$ cat src/sv/hsv2rgb_pkg.sv
// shared types, constants and sector codes for the hsv to rgb converter
`timescale 1ns / 1ps
`default_nettype none

package hsv2rgb_pkg;

  // field and datapath widths
  localparam int HUE_W   = 9;
  localparam int PCT_W   = 7;
  localparam int CH_W    = 8;
  localparam int VS_W    = 14;   // val*sat, up to 10000
  localparam int FRAC_W  = 6;    // position inside a sector, 0..60
  localparam int NUM_W   = 20;   // channel numerator over 600000
  localparam int SCL_W   = 28;   // 255*n + half
  localparam int DEN_SHIFT = 6;  // 600000 = 64 * 9375
  localparam int TQ_W    = SCL_W - DEN_SHIFT;
  localparam int RECIP_W = 23;
  localparam int PROD_W  = TQ_W + RECIP_W + 1;
  localparam int RECIP_SHIFT = 36;

  typedef logic [HUE_W-1:0]   hue_t;
  typedef logic [PCT_W-1:0]   pct_t;
  typedef logic [CH_W-1:0]    chan_t;
  typedef logic [VS_W-1:0]    vs_t;
  typedef logic [FRAC_W-1:0]  frac_t;
  typedef logic [NUM_W-1:0]   num_t;
  typedef logic [SCL_W-1:0]   scl_t;
  typedef logic [TQ_W-1:0]    tq_t;
  typedef logic [RECIP_W-1:0] recip_t;
  typedef logic [PROD_W-1:0]  prod_t;

  // input limits
  localparam hue_t HUE_MAX = hue_t'(359);
  localparam pct_t PCT_MAX = pct_t'(100);

  // hue sector boundaries, 60 degrees each
  localparam int   SECTOR_SPAN = 60;
  localparam frac_t FRAC_FULL  = frac_t'(SECTOR_SPAN);

  // numerator scale factors over the common denominator 600000
  localparam num_t CM_SCALE  = num_t'(6000);   // 100 * 60
  localparam vs_t  PCT_FULL  = vs_t'(100);
  localparam num_t OFF_SCALE = num_t'(SECTOR_SPAN);
  localparam scl_t HALF_NUM  = scl_t'(300000);

  // ceil(2^36 / 9375), exact floor division for dividends of 22 bits
  localparam recip_t RECIP = recip_t'(7330078);

  // hue sectors, each named by the colors at its start and end
  typedef enum logic [2:0] {
    SEC_RED_YEL = 3'd0,
    SEC_YEL_GRN = 3'd1,
    SEC_GRN_CYN = 3'd2,
    SEC_CYN_BLU = 3'd3,
    SEC_BLU_MAG = 3'd4,
    SEC_MAG_RED = 3'd5
  } sector_t;

  // per-channel numerators handed from the front end to the scaler
  typedef struct packed {
    num_t red;
    num_t green;
    num_t blue;
  } chan_num_t;

endpackage

`default_nettype wire

$ cat src/sv/hsv2rgb_front.sv
// front end: input clamp, sector split, chroma terms and channel selection (3 stages)
`timescale 1ns / 1ps
`default_nettype none

module hsv2rgb_front (
  input  wire                     clk,
  input  wire                     rst_n,
  input  wire                     in_valid,
  output logic                    in_ready,
  input  wire hsv2rgb_pkg::hue_t  hue,
  input  wire hsv2rgb_pkg::pct_t  sat,
  input  wire hsv2rgb_pkg::pct_t  val,
  output logic                    num_valid,
  input  wire                     num_ready,
  output hsv2rgb_pkg::chan_num_t  num
);

  // stage 1: clamp, sector, fraction, val*sat
  hsv2rgb_pkg::hue_t    hue_c;
  hsv2rgb_pkg::pct_t    sat_c;
  hsv2rgb_pkg::pct_t    val_c;
  hsv2rgb_pkg::hue_t    base;
  hsv2rgb_pkg::hue_t    diff;
  hsv2rgb_pkg::frac_t   frac;
  hsv2rgb_pkg::sector_t s1_sec_nxt;
  hsv2rgb_pkg::frac_t   s1_f_nxt;
  hsv2rgb_pkg::vs_t     s1_vs_nxt;

  logic                 s1_vld_r;
  hsv2rgb_pkg::sector_t s1_sec_r;
  hsv2rgb_pkg::frac_t   s1_f_r;
  hsv2rgb_pkg::pct_t    s1_val_r;
  hsv2rgb_pkg::vs_t     s1_vs_r;

  // stage 2: numerator terms
  hsv2rgb_pkg::vs_t     offs;
  hsv2rgb_pkg::num_t    s2_cm_nxt;
  hsv2rgb_pkg::num_t    s2_m_nxt;
  hsv2rgb_pkg::num_t    s2_xs_nxt;

  logic                 s2_vld_r;
  hsv2rgb_pkg::sector_t s2_sec_r;
  hsv2rgb_pkg::num_t    s2_cm_r;
  hsv2rgb_pkg::num_t    s2_m_r;
  hsv2rgb_pkg::num_t    s2_xs_r;

  // stage 3: channel placement
  hsv2rgb_pkg::num_t      xm;
  hsv2rgb_pkg::chan_num_t s3_num_nxt;
  logic                   s3_vld_r;
  hsv2rgb_pkg::chan_num_t s3_num_r;

  logic rdy1, rdy2, rdy3;

  assign rdy3     = !s3_vld_r || num_ready;
  assign rdy2     = !s2_vld_r || rdy3;
  assign rdy1     = !s1_vld_r || rdy2;
  assign in_ready = rdy1;

  // ---------------- stage 1 ----------------
  always_comb begin
    hue_c = (hue > hsv2rgb_pkg::HUE_MAX) ? hsv2rgb_pkg::HUE_MAX : hue;
    sat_c = (sat > hsv2rgb_pkg::PCT_MAX) ? hsv2rgb_pkg::PCT_MAX : sat;
    val_c = (val > hsv2rgb_pkg::PCT_MAX) ? hsv2rgb_pkg::PCT_MAX : val;

    if (hue_c < hsv2rgb_pkg::hue_t'(hsv2rgb_pkg::SECTOR_SPAN)) begin
      s1_sec_nxt = hsv2rgb_pkg::SEC_RED_YEL;
      base       = '0;
    end else if (hue_c < hsv2rgb_pkg::hue_t'(2 * hsv2rgb_pkg::SECTOR_SPAN)) begin
      s1_sec_nxt = hsv2rgb_pkg::SEC_YEL_GRN;
      base       = hsv2rgb_pkg::hue_t'(hsv2rgb_pkg::SECTOR_SPAN);
    end else if (hue_c < hsv2rgb_pkg::hue_t'(3 * hsv2rgb_pkg::SECTOR_SPAN)) begin
      s1_sec_nxt = hsv2rgb_pkg::SEC_GRN_CYN;
      base       = hsv2rgb_pkg::hue_t'(2 * hsv2rgb_pkg::SECTOR_SPAN);
    end else if (hue_c < hsv2rgb_pkg::hue_t'(4 * hsv2rgb_pkg::SECTOR_SPAN)) begin
      s1_sec_nxt = hsv2rgb_pkg::SEC_CYN_BLU;
      base       = hsv2rgb_pkg::hue_t'(3 * hsv2rgb_pkg::SECTOR_SPAN);
    end else if (hue_c < hsv2rgb_pkg::hue_t'(5 * hsv2rgb_pkg::SECTOR_SPAN)) begin
      s1_sec_nxt = hsv2rgb_pkg::SEC_BLU_MAG;
      base       = hsv2rgb_pkg::hue_t'(4 * hsv2rgb_pkg::SECTOR_SPAN);
    end else begin
      s1_sec_nxt = hsv2rgb_pkg::SEC_MAG_RED;
      base       = hsv2rgb_pkg::hue_t'(5 * hsv2rgb_pkg::SECTOR_SPAN);
    end

    diff = hue_c - base;
    frac = diff[hsv2rgb_pkg::FRAC_W-1:0];
    // secondary ramps up in even sectors, down in odd ones
    s1_f_nxt  = s1_sec_nxt[0] ? (hsv2rgb_pkg::FRAC_FULL - frac) : frac;
    s1_vs_nxt = hsv2rgb_pkg::vs_t'(val_c) * hsv2rgb_pkg::vs_t'(sat_c);
  end

  always_ff @(posedge clk) begin
    if (!rst_n) begin
      s1_vld_r <= 1'b0;
    end else if (rdy1) begin
      s1_vld_r <= in_valid;
    end
  end

  always_ff @(posedge clk) begin
    if (rdy1 && in_valid) begin
      s1_sec_r <= s1_sec_nxt;
      s1_f_r   <= s1_f_nxt;
      s1_val_r <= val_c;
      s1_vs_r  <= s1_vs_nxt;
    end
  end

  // ---------------- stage 2 ----------------
  always_comb begin
    // val*100 - val*sat never goes negative
    offs      = hsv2rgb_pkg::vs_t'(s1_val_r) * hsv2rgb_pkg::PCT_FULL - s1_vs_r;
    s2_cm_nxt = hsv2rgb_pkg::num_t'(s1_val_r) * hsv2rgb_pkg::CM_SCALE;
    s2_m_nxt  = hsv2rgb_pkg::num_t'(offs) * hsv2rgb_pkg::OFF_SCALE;
    s2_xs_nxt = hsv2rgb_pkg::num_t'(s1_vs_r) * hsv2rgb_pkg::num_t'(s1_f_r);
  end

  always_ff @(posedge clk) begin
    if (!rst_n) begin
      s2_vld_r <= 1'b0;
    end else if (rdy2) begin
      s2_vld_r <= s1_vld_r;
    end
  end

  always_ff @(posedge clk) begin
    if (rdy2 && s1_vld_r) begin
      s2_sec_r <= s1_sec_r;
      s2_cm_r  <= s2_cm_nxt;
      s2_m_r   <= s2_m_nxt;
      s2_xs_r  <= s2_xs_nxt;
    end
  end

  // ---------------- stage 3 ----------------
  always_comb begin
    xm = s2_m_r + s2_xs_r;
    unique case (s2_sec_r)
      hsv2rgb_pkg::SEC_RED_YEL: s3_num_nxt = '{red: s2_cm_r, green: xm,      blue: s2_m_r};
      hsv2rgb_pkg::SEC_YEL_GRN: s3_num_nxt = '{red: xm,      green: s2_cm_r, blue: s2_m_r};
      hsv2rgb_pkg::SEC_GRN_CYN: s3_num_nxt = '{red: s2_m_r,  green: s2_cm_r, blue: xm};
      hsv2rgb_pkg::SEC_CYN_BLU: s3_num_nxt = '{red: s2_m_r,  green: xm,      blue: s2_cm_r};
      hsv2rgb_pkg::SEC_BLU_MAG: s3_num_nxt = '{red: xm,      green: s2_m_r,  blue: s2_cm_r};
      default:                  s3_num_nxt = '{red: s2_cm_r, green: s2_m_r,  blue: xm};
    endcase
  end

  always_ff @(posedge clk) begin
    if (!rst_n) begin
      s3_vld_r <= 1'b0;
    end else if (rdy3) begin
      s3_vld_r <= s2_vld_r;
    end
  end

  always_ff @(posedge clk) begin
    if (rdy3 && s2_vld_r) begin
      s3_num_r <= s3_num_nxt;
    end
  end

  assign num_valid = s3_vld_r;
  assign num       = s3_num_r;

endmodule

`default_nettype wire

$ cat src/sv/hsv2rgb_scale.sv
// back end: scale numerators by 255/600000 with rounding (2 stages, last is the output register)
`timescale 1ns / 1ps
`default_nettype none

module hsv2rgb_scale (
  input  wire                     clk,
  input  wire                     rst_n,
  input  wire                     num_valid,
  output logic                    num_ready,
  input  wire hsv2rgb_pkg::chan_num_t num,
  output logic                    rgb_valid,
  input  wire                     rgb_ready,
  output hsv2rgb_pkg::chan_t      red,
  output hsv2rgb_pkg::chan_t      green,
  output hsv2rgb_pkg::chan_t      blue
);

  // (255*n + 300000) / 64, the low bits never matter to the floor
  function automatic hsv2rgb_pkg::tq_t pre_scale(input hsv2rgb_pkg::num_t n);
    hsv2rgb_pkg::scl_t w;
    hsv2rgb_pkg::scl_t t;
    w = hsv2rgb_pkg::scl_t'(n);
    t = (w << 8) - w + hsv2rgb_pkg::HALF_NUM;
    return t[hsv2rgb_pkg::SCL_W-1:hsv2rgb_pkg::DEN_SHIFT];
  endfunction

  // floor(t / 9375) by reciprocal multiply
  function automatic hsv2rgb_pkg::chan_t quot(input hsv2rgb_pkg::tq_t t);
    hsv2rgb_pkg::prod_t p;
    p = hsv2rgb_pkg::prod_t'(t) * hsv2rgb_pkg::prod_t'(hsv2rgb_pkg::RECIP);
    return p[hsv2rgb_pkg::RECIP_SHIFT+hsv2rgb_pkg::CH_W-1:hsv2rgb_pkg::RECIP_SHIFT];
  endfunction

  logic               s4_vld_r;
  hsv2rgb_pkg::tq_t   s4_red_r, s4_green_r, s4_blue_r;
  hsv2rgb_pkg::tq_t   s4_red_nxt, s4_green_nxt, s4_blue_nxt;

  logic               s5_vld_r;
  hsv2rgb_pkg::chan_t s5_red_r, s5_green_r, s5_blue_r;
  hsv2rgb_pkg::chan_t s5_red_nxt, s5_green_nxt, s5_blue_nxt;

  logic rdy4, rdy5;

  assign rdy5      = !s5_vld_r || rgb_ready;
  assign rdy4      = !s4_vld_r || rdy5;
  assign num_ready = rdy4;

  // ---------------- stage 4 ----------------
  always_comb begin
    s4_red_nxt   = pre_scale(num.red);
    s4_green_nxt = pre_scale(num.green);
    s4_blue_nxt  = pre_scale(num.blue);
  end

  always_ff @(posedge clk) begin
    if (!rst_n) begin
      s4_vld_r <= 1'b0;
    end else if (rdy4) begin
      s4_vld_r <= num_valid;
    end
  end

  always_ff @(posedge clk) begin
    if (rdy4 && num_valid) begin
      s4_red_r   <= s4_red_nxt;
      s4_green_r <= s4_green_nxt;
      s4_blue_r  <= s4_blue_nxt;
    end
  end

  // ---------------- stage 5 ----------------
  always_comb begin
    s5_red_nxt   = quot(s4_red_r);
    s5_green_nxt = quot(s4_green_r);
    s5_blue_nxt  = quot(s4_blue_r);
  end

  always_ff @(posedge clk) begin
    if (!rst_n) begin
      s5_vld_r <= 1'b0;
    end else if (rdy5) begin
      s5_vld_r <= s4_vld_r;
    end
  end

  always_ff @(posedge clk) begin
    if (rdy5 && s4_vld_r) begin
      s5_red_r   <= s5_red_nxt;
      s5_green_r <= s5_green_nxt;
      s5_blue_r  <= s5_blue_nxt;
    end
  end

  assign rgb_valid = s5_vld_r;
  assign red       = s5_red_r;
  assign green     = s5_green_r;
  assign blue      = s5_blue_r;

endmodule

`default_nettype wire

$ cat src/sv/hsv_to_rgb_converter.sv
// top level of the hsv to rgb converter: front end and scaler pipelines
//
// usage:
//   input channel in_valid / in_ready carries one hue (degrees), saturation
//   and value (percent) per transfer; out-of-range fields clamp to 359 / 100
//   output channel out_valid / out_ready carries the 8-bit red, green, blue
//   results, one per input transfer, in order
// path: an input transfer passes through five registered stages before out_valid
//   rises, and the result can transfer while the output is not stalled
//   (clamp/sector, terms, channel select, pre-scale, divide)
// throughput: one transfer per cycle unless stalled; every stage has its own
//   valid bit, loads whenever it is empty or its successor moves; bubbles collapse
// stall: when out_ready is low the items back up stage by stage; in_ready
//   drops only once all five stages hold an item, nothing is lost or repeated
// reset: synchronous active-low rst_n clears all stage valid bits; the
//   pipeline is empty and in_ready is high in the first cycle after reset
// the block has no state between items and no configuration
`timescale 1ns / 1ps
`default_nettype none

module hsv_to_rgb_converter (
  input  wire                    clk,
  input  wire                    rst_n,
  input  wire                    in_valid,
  output logic                   in_ready,
  input  wire hsv2rgb_pkg::hue_t in_hue_deg,
  input  wire hsv2rgb_pkg::pct_t in_sat_pct,
  input  wire hsv2rgb_pkg::pct_t in_val_pct,
  output logic                   out_valid,
  input  wire                    out_ready,
  output hsv2rgb_pkg::chan_t     out_red_out,
  output hsv2rgb_pkg::chan_t     out_green_out,
  output hsv2rgb_pkg::chan_t     out_blue_out
);

  // numerators over 600000 between front end and scaler
  logic                   num_valid;
  logic                   num_ready;
  hsv2rgb_pkg::chan_num_t num;

  // clamp, sector split, chroma / secondary / offset, channel placement
  hsv2rgb_front u_front (
    .clk       (clk),
    .rst_n     (rst_n),
    .in_valid  (in_valid),
    .in_ready  (in_ready),
    .hue       (in_hue_deg),
    .sat       (in_sat_pct),
    .val       (in_val_pct),
    .num_valid (num_valid),
    .num_ready (num_ready),
    .num       (num)
  );

  // round(255 * n / 600000), half up; its last stage is the output register
  hsv2rgb_scale u_scale (
    .clk       (clk),
    .rst_n     (rst_n),
    .num_valid (num_valid),
    .num_ready (num_ready),
    .num       (num),
    .rgb_valid (out_valid),
    .rgb_ready (out_ready),
    .red       (out_red_out),
    .green     (out_green_out),
    .blue      (out_blue_out)
  );

  // reset empties every stage
  a_reset_empty : assert property (@(posedge clk)
    !rst_n |=> (!out_valid && !num_valid))
    else $error("pipeline not empty after reset");

  // input back-pressure only when the whole pipeline is full and stalled
  a_stall_only_when_full : assert property (@(posedge clk) disable iff (!rst_n)
    (in_valid && !in_ready) |-> (out_valid && !out_ready && num_valid))
    else $error("input stalled while pipeline has room");

  // with the output draining, an accepted item shows up at the output after passing every stage
  a_latency : assert property (@(posedge clk) disable iff (!rst_n)
    (in_valid && in_ready && out_ready) ##1 out_ready ##1 out_ready ##1 out_ready
      |-> ##2 out_valid)
    else $error("result missing after pipeline latency");

endmodule

`default_nettype wire
$ cat config.mk
export PLATFORM = sky130hd
export DESIGN_NAME = hsv_to_rgb_converter
export DESIGN_NICKNAME = d
export VERILOG_FILES = /design/src/sv/hsv2rgb_pkg.sv /design/src/sv/hsv2rgb_front.sv /design/src/sv/hsv2rgb_scale.sv /design/src/sv/hsv_to_rgb_converter.sv
export SDC_FILE = /design/constraint.sdc
export NUM_CORES = 2
export LEC_CHECK = 0
export BUFFER_PORTS_ARGS = -buffer_cell sky130_fd_sc_hd__clkbuf_2
export CORE_MARGIN = 8
export CORE_UTILIZATION = 66
export DETAILED_ROUTE_END_ITERATION = 10
export PLACE_DENSITY = 0.83
export RECOVER_POWER = 25
export SETUP_SLACK_MARGIN = 0.2
export SYNTH_ARGS = -nofsm -noshare
export SYNTH_HDL_FRONTEND = slang
export SYNTH_SLANG_ARGS = --single-unit
$ cat constraint.sdc
create_clock -name clk -period 6.9 [get_ports clk]
set_input_delay 0 -clock clk [delete_from_list [all_inputs] [get_ports clk]]
set_output_delay 0 -clock clk [all_outputs]
set_load 0.01 [all_outputs]
==> out/results.txt <==
Worst setup EP type -> register
Seq/Total Area, Yosys -> 0.1615
Num ports -> 53
Drt first pass iters -> 6
DIE WIDTH -> 276.2 µm
Slew margin rel. -> -1.433
CTS Buf Count -> 30
Area after DPL -> 46,230 µm²
Failing checks -> capacitance limit, slew limit
Slew @ Worst Pin -> 3.650 ns
Synthesized instance count -> 4,388
Worst Skew -> 0.04741 ns
GP Congestion -> 0.9910
Gr ovfl total -> 0
Post-layout min period -> 6.652 ns
Nets -> 6,054
Die Ht -> 276.2 µm
I/O Buffers -> 52
Starting density of the core -> 0.6655
Cell taking the most area after synthesis -> fa_1
Final WL -> 102.3 mm
Seq cells post-synth -> 242
Final Hold Fails -> 0
Synth Flop Type -> edfxtp_1
Max frequency -> 150.3 MHz
Outcome -> finished with violations
CTS tree -> yes
Final setup viols -> 0
Post-synth top area share -> 0.3252
Largest cells by area after synthesis -> fa_1 (33%), ha_1 (21%), edfxtp_1 (16%)
Post-route DRC -> 0
Fillcell total -> 4,678
Via count -> 31,270
Detail Route Antenna Nets -> 0
Clock sink count -> 242
Number of max-cap violations -> 2
Count of cell types in the netlist -> 78
Post-synthesis cell area -> 44,690 µm²
Mean Syn Cell Area -> 10.18 µm²
Fraction of registers with async set/reset -> 0
RSZ-0062 raised after global routing -> true
Number of vias per cell -> 5.755
Clk buf depth -> 3
Post-route cell area -> 48,230 µm²
DRT iter0 DRCs -> 1,996
Crit path arrival time -> 6.98 ns
Max Slew Vio Count -> 92
Required time of the critical path -> 7.22 ns
Number of global-route vias before repair -> 32,750
First-pass GRT wire length -> 166.6 mm
Clk_lat worst skew -> 0.63 ns
Final HPWL DP -> 86.33 mm
Global router's overall resource usage -> 0.2666
Slowest stage delay, CP -> 0.57 ns
H-tree depth -> 1
Critical Path Source Type -> register
Critical path class -> reg2reg
EDFF count, synth -> 237
Synth warnings -> 0
Largest net degree at the start of global routing -> 108
Number of diodes -> 0
Initial antenna violation count -> 1
Core area -> 67,160 µm²
CTS Root Cell -> clkbuf_16
Critical path's slowest cell -> fa_1
Area Overhead vs Synth -> 7.926%
Layout cells sized above 1 -> 0.05832
Fin crit share -> 0.9641
Hold Path Class -> in2reg
Critical path peak fanout -> 4
Wire per inst -> 18.82 µm
CP dominant cell by count -> fa_1
Worst-path clk slew -> 0.07 ns
Row cnt -> 95
DIE AREA -> 76,300 µm²
Syn_nets -> 5,903
Worst path cell trace -> buf_4 > fa_1 > inv_1 > fa_1 > inv_1 > fa_1 > fa_1 > fa_1 > fa_1 > inv_1 > fa_1 > inv_1 > ha_1 > a21oi_2 > o21ai_1 > o2111ai_1 > a21oi_1 > nor4_1 > buf_4 > a21oi_2 > a21o_1 > or2_1 > xor2_1
## cell type report
| cell class | count | area [µm²] | area share |
|---|---|---|---|
| timing repair buffer | 178 | 1234 | 0.02558 |
| clock inverter | 23 | 294.0 | 0.006096 |
| sequential | 242 | 7217 | 0.1496 |
| clock buffer | 31 | 764.5 | 0.01585 |
| multi-input combinational | 3009 | 33590 | 0.6963 |
| inverter | 1078 | 4046 | 0.08389 |
| tap | 873 | 1092 | 0.02265 |
## cell families (layout without fill, tap and decap cells)
kind of cell	count (synthesis)	after routing	synth area share
adder cells (fa/ha/maj)	1488	1488	0.5385
XOR/XNOR	199	199	0.03900
multiplexers	7	7	0.001596
flip-flops	242	242	0.1615
AND/OR/NAND/NOR	670	670	0.07066
AO/OA/AOI/OAI	645	645	0.09317
buffers and inverters	1137	1310	0.09555
## Yosys cell counts (12+ instances only)
cell type,number
xor2_1,55
nor2_1,157
and3_1,21
fa_1,726
xnor2_1,144
and2_1,52
o21ai_0,89
nand3_1,64
a21oi_1,198
a31oi_1,38
a211oi_1,20
nand2b_1,24
nor3_1,27
o22ai_1,22
nor2b_1,26
ha_1,762
inv_1,1076
o21a_1,25
o211ai_1,32
o21bai_1,32
o31ai_1,12
nand2_1,234
edfxtp_1,237
a221oi_1,19
a21o_1,76
nand4_1,19
clkbuf_1,54
## registers in the layout, summed over array words and instances, names as in the netlist, 7 cells and up
name / flops
u_front.s2_m_r: 18
u_scale.s4_red_r: 22
u_front.s1_val_r: 7
u_front.s1_vs_r: 14
u_front.num: 60
u_scale.s4_green_r: 22
u_scale.blue: 8
u_scale.green: 8
u_scale.s4_blue_r: 22
u_front.s2_cm_r: 16
u_front.s2_xs_r: 20
u_scale.red: 8
## repair_timing
action	4_1_cts	5_1_grt
setup buffers	12	44
gates resized for setup	22	64
gates cloned	0	0
pin swaps	12	40
hold buffers	22	0
setup endpoints to repair	10	22
endpoints found under the hold margin	50	0
## routing by layer
layer / track usage / wire (µm) / vias to the layer above / share of wire
li1: - / - / 14570 / -
met1: 0.3552 / 42480 / 15480 / 0.42
met2: 0.4614 / 50500 / 1024 / 0.49
met3: 0.03293 / 6050 / 199 / 0.059
met4: 0.06971 / 3197 / 2 / 0.031
met5: 0 / 20 / - / 0.00020
## cell usage in the layout (no fill, tap or decap), drive strengths merged, types with 85 or more instances in the layout
cell type	netlist	final
a21oi	200	200
buf	5	102
clkbuf	54	85
edfxtp	237	237
fa	726	726
ha	762	762
inv	1078	1080
nand2	234	234
nor2	157	157
o21ai	100	100
xnor2	144	144
## final timing paths
check,slack [ns],endpoint,startpoint,depth (start not counted)
max,0.25,u_scale.blue[4],u_scale.s4_blue_r[8],23
min,0.05,u_front.s1_f_r[5],in_hue_deg[2],5
max reg2reg,0.25,u_scale.blue[4],u_scale.s4_blue_r[8],23
min reg2reg,0.43,u_front.s2_sec_r[2],u_front.s1_sec_r[2],0
## critical path: cells and delay by family, from the launching register on
kind                       cells  cell delay (ns)
adders and majority gates      8             3.93
AOI/OAI and AO/OA              6             0.82
buffers and inverters          6             0.62
DFF                            1             0.46
and+or+nand+nor                2             0.43
xor gates and xnor gates       1             0.14
## through the flow
| stage | utilization | setup slack, ns | std cells | setup TNS [ns] | hold WS [ns] |
|---|---|---|---|---|---|
| 2_1_floorplan | - | 0.5079 | 4388 | 0 | 0.1178 |
| 3_3_place_gp | 0.6884 | 0.09189 | 5302 | 0 | 0.2931 |
| 3_5_place_dp | 0.6884 | -0.1534 | 5302 | -0.1807 | 0.2890 |
| 4_1_cts | 0.7099 | 0.1733 | 5390 | 0 | 0.02277 |
| 5_1_grt | 0.7182 | 0.04715 | 5434 | 0 | 0.09747 |
| 6_report | 0.7182 | 0.2476 | 5434 | 0 | 0.05451 |
Power is not shown: default switching activity piles up to over one toggle a cycle in this logic, so the estimate is an artifact.
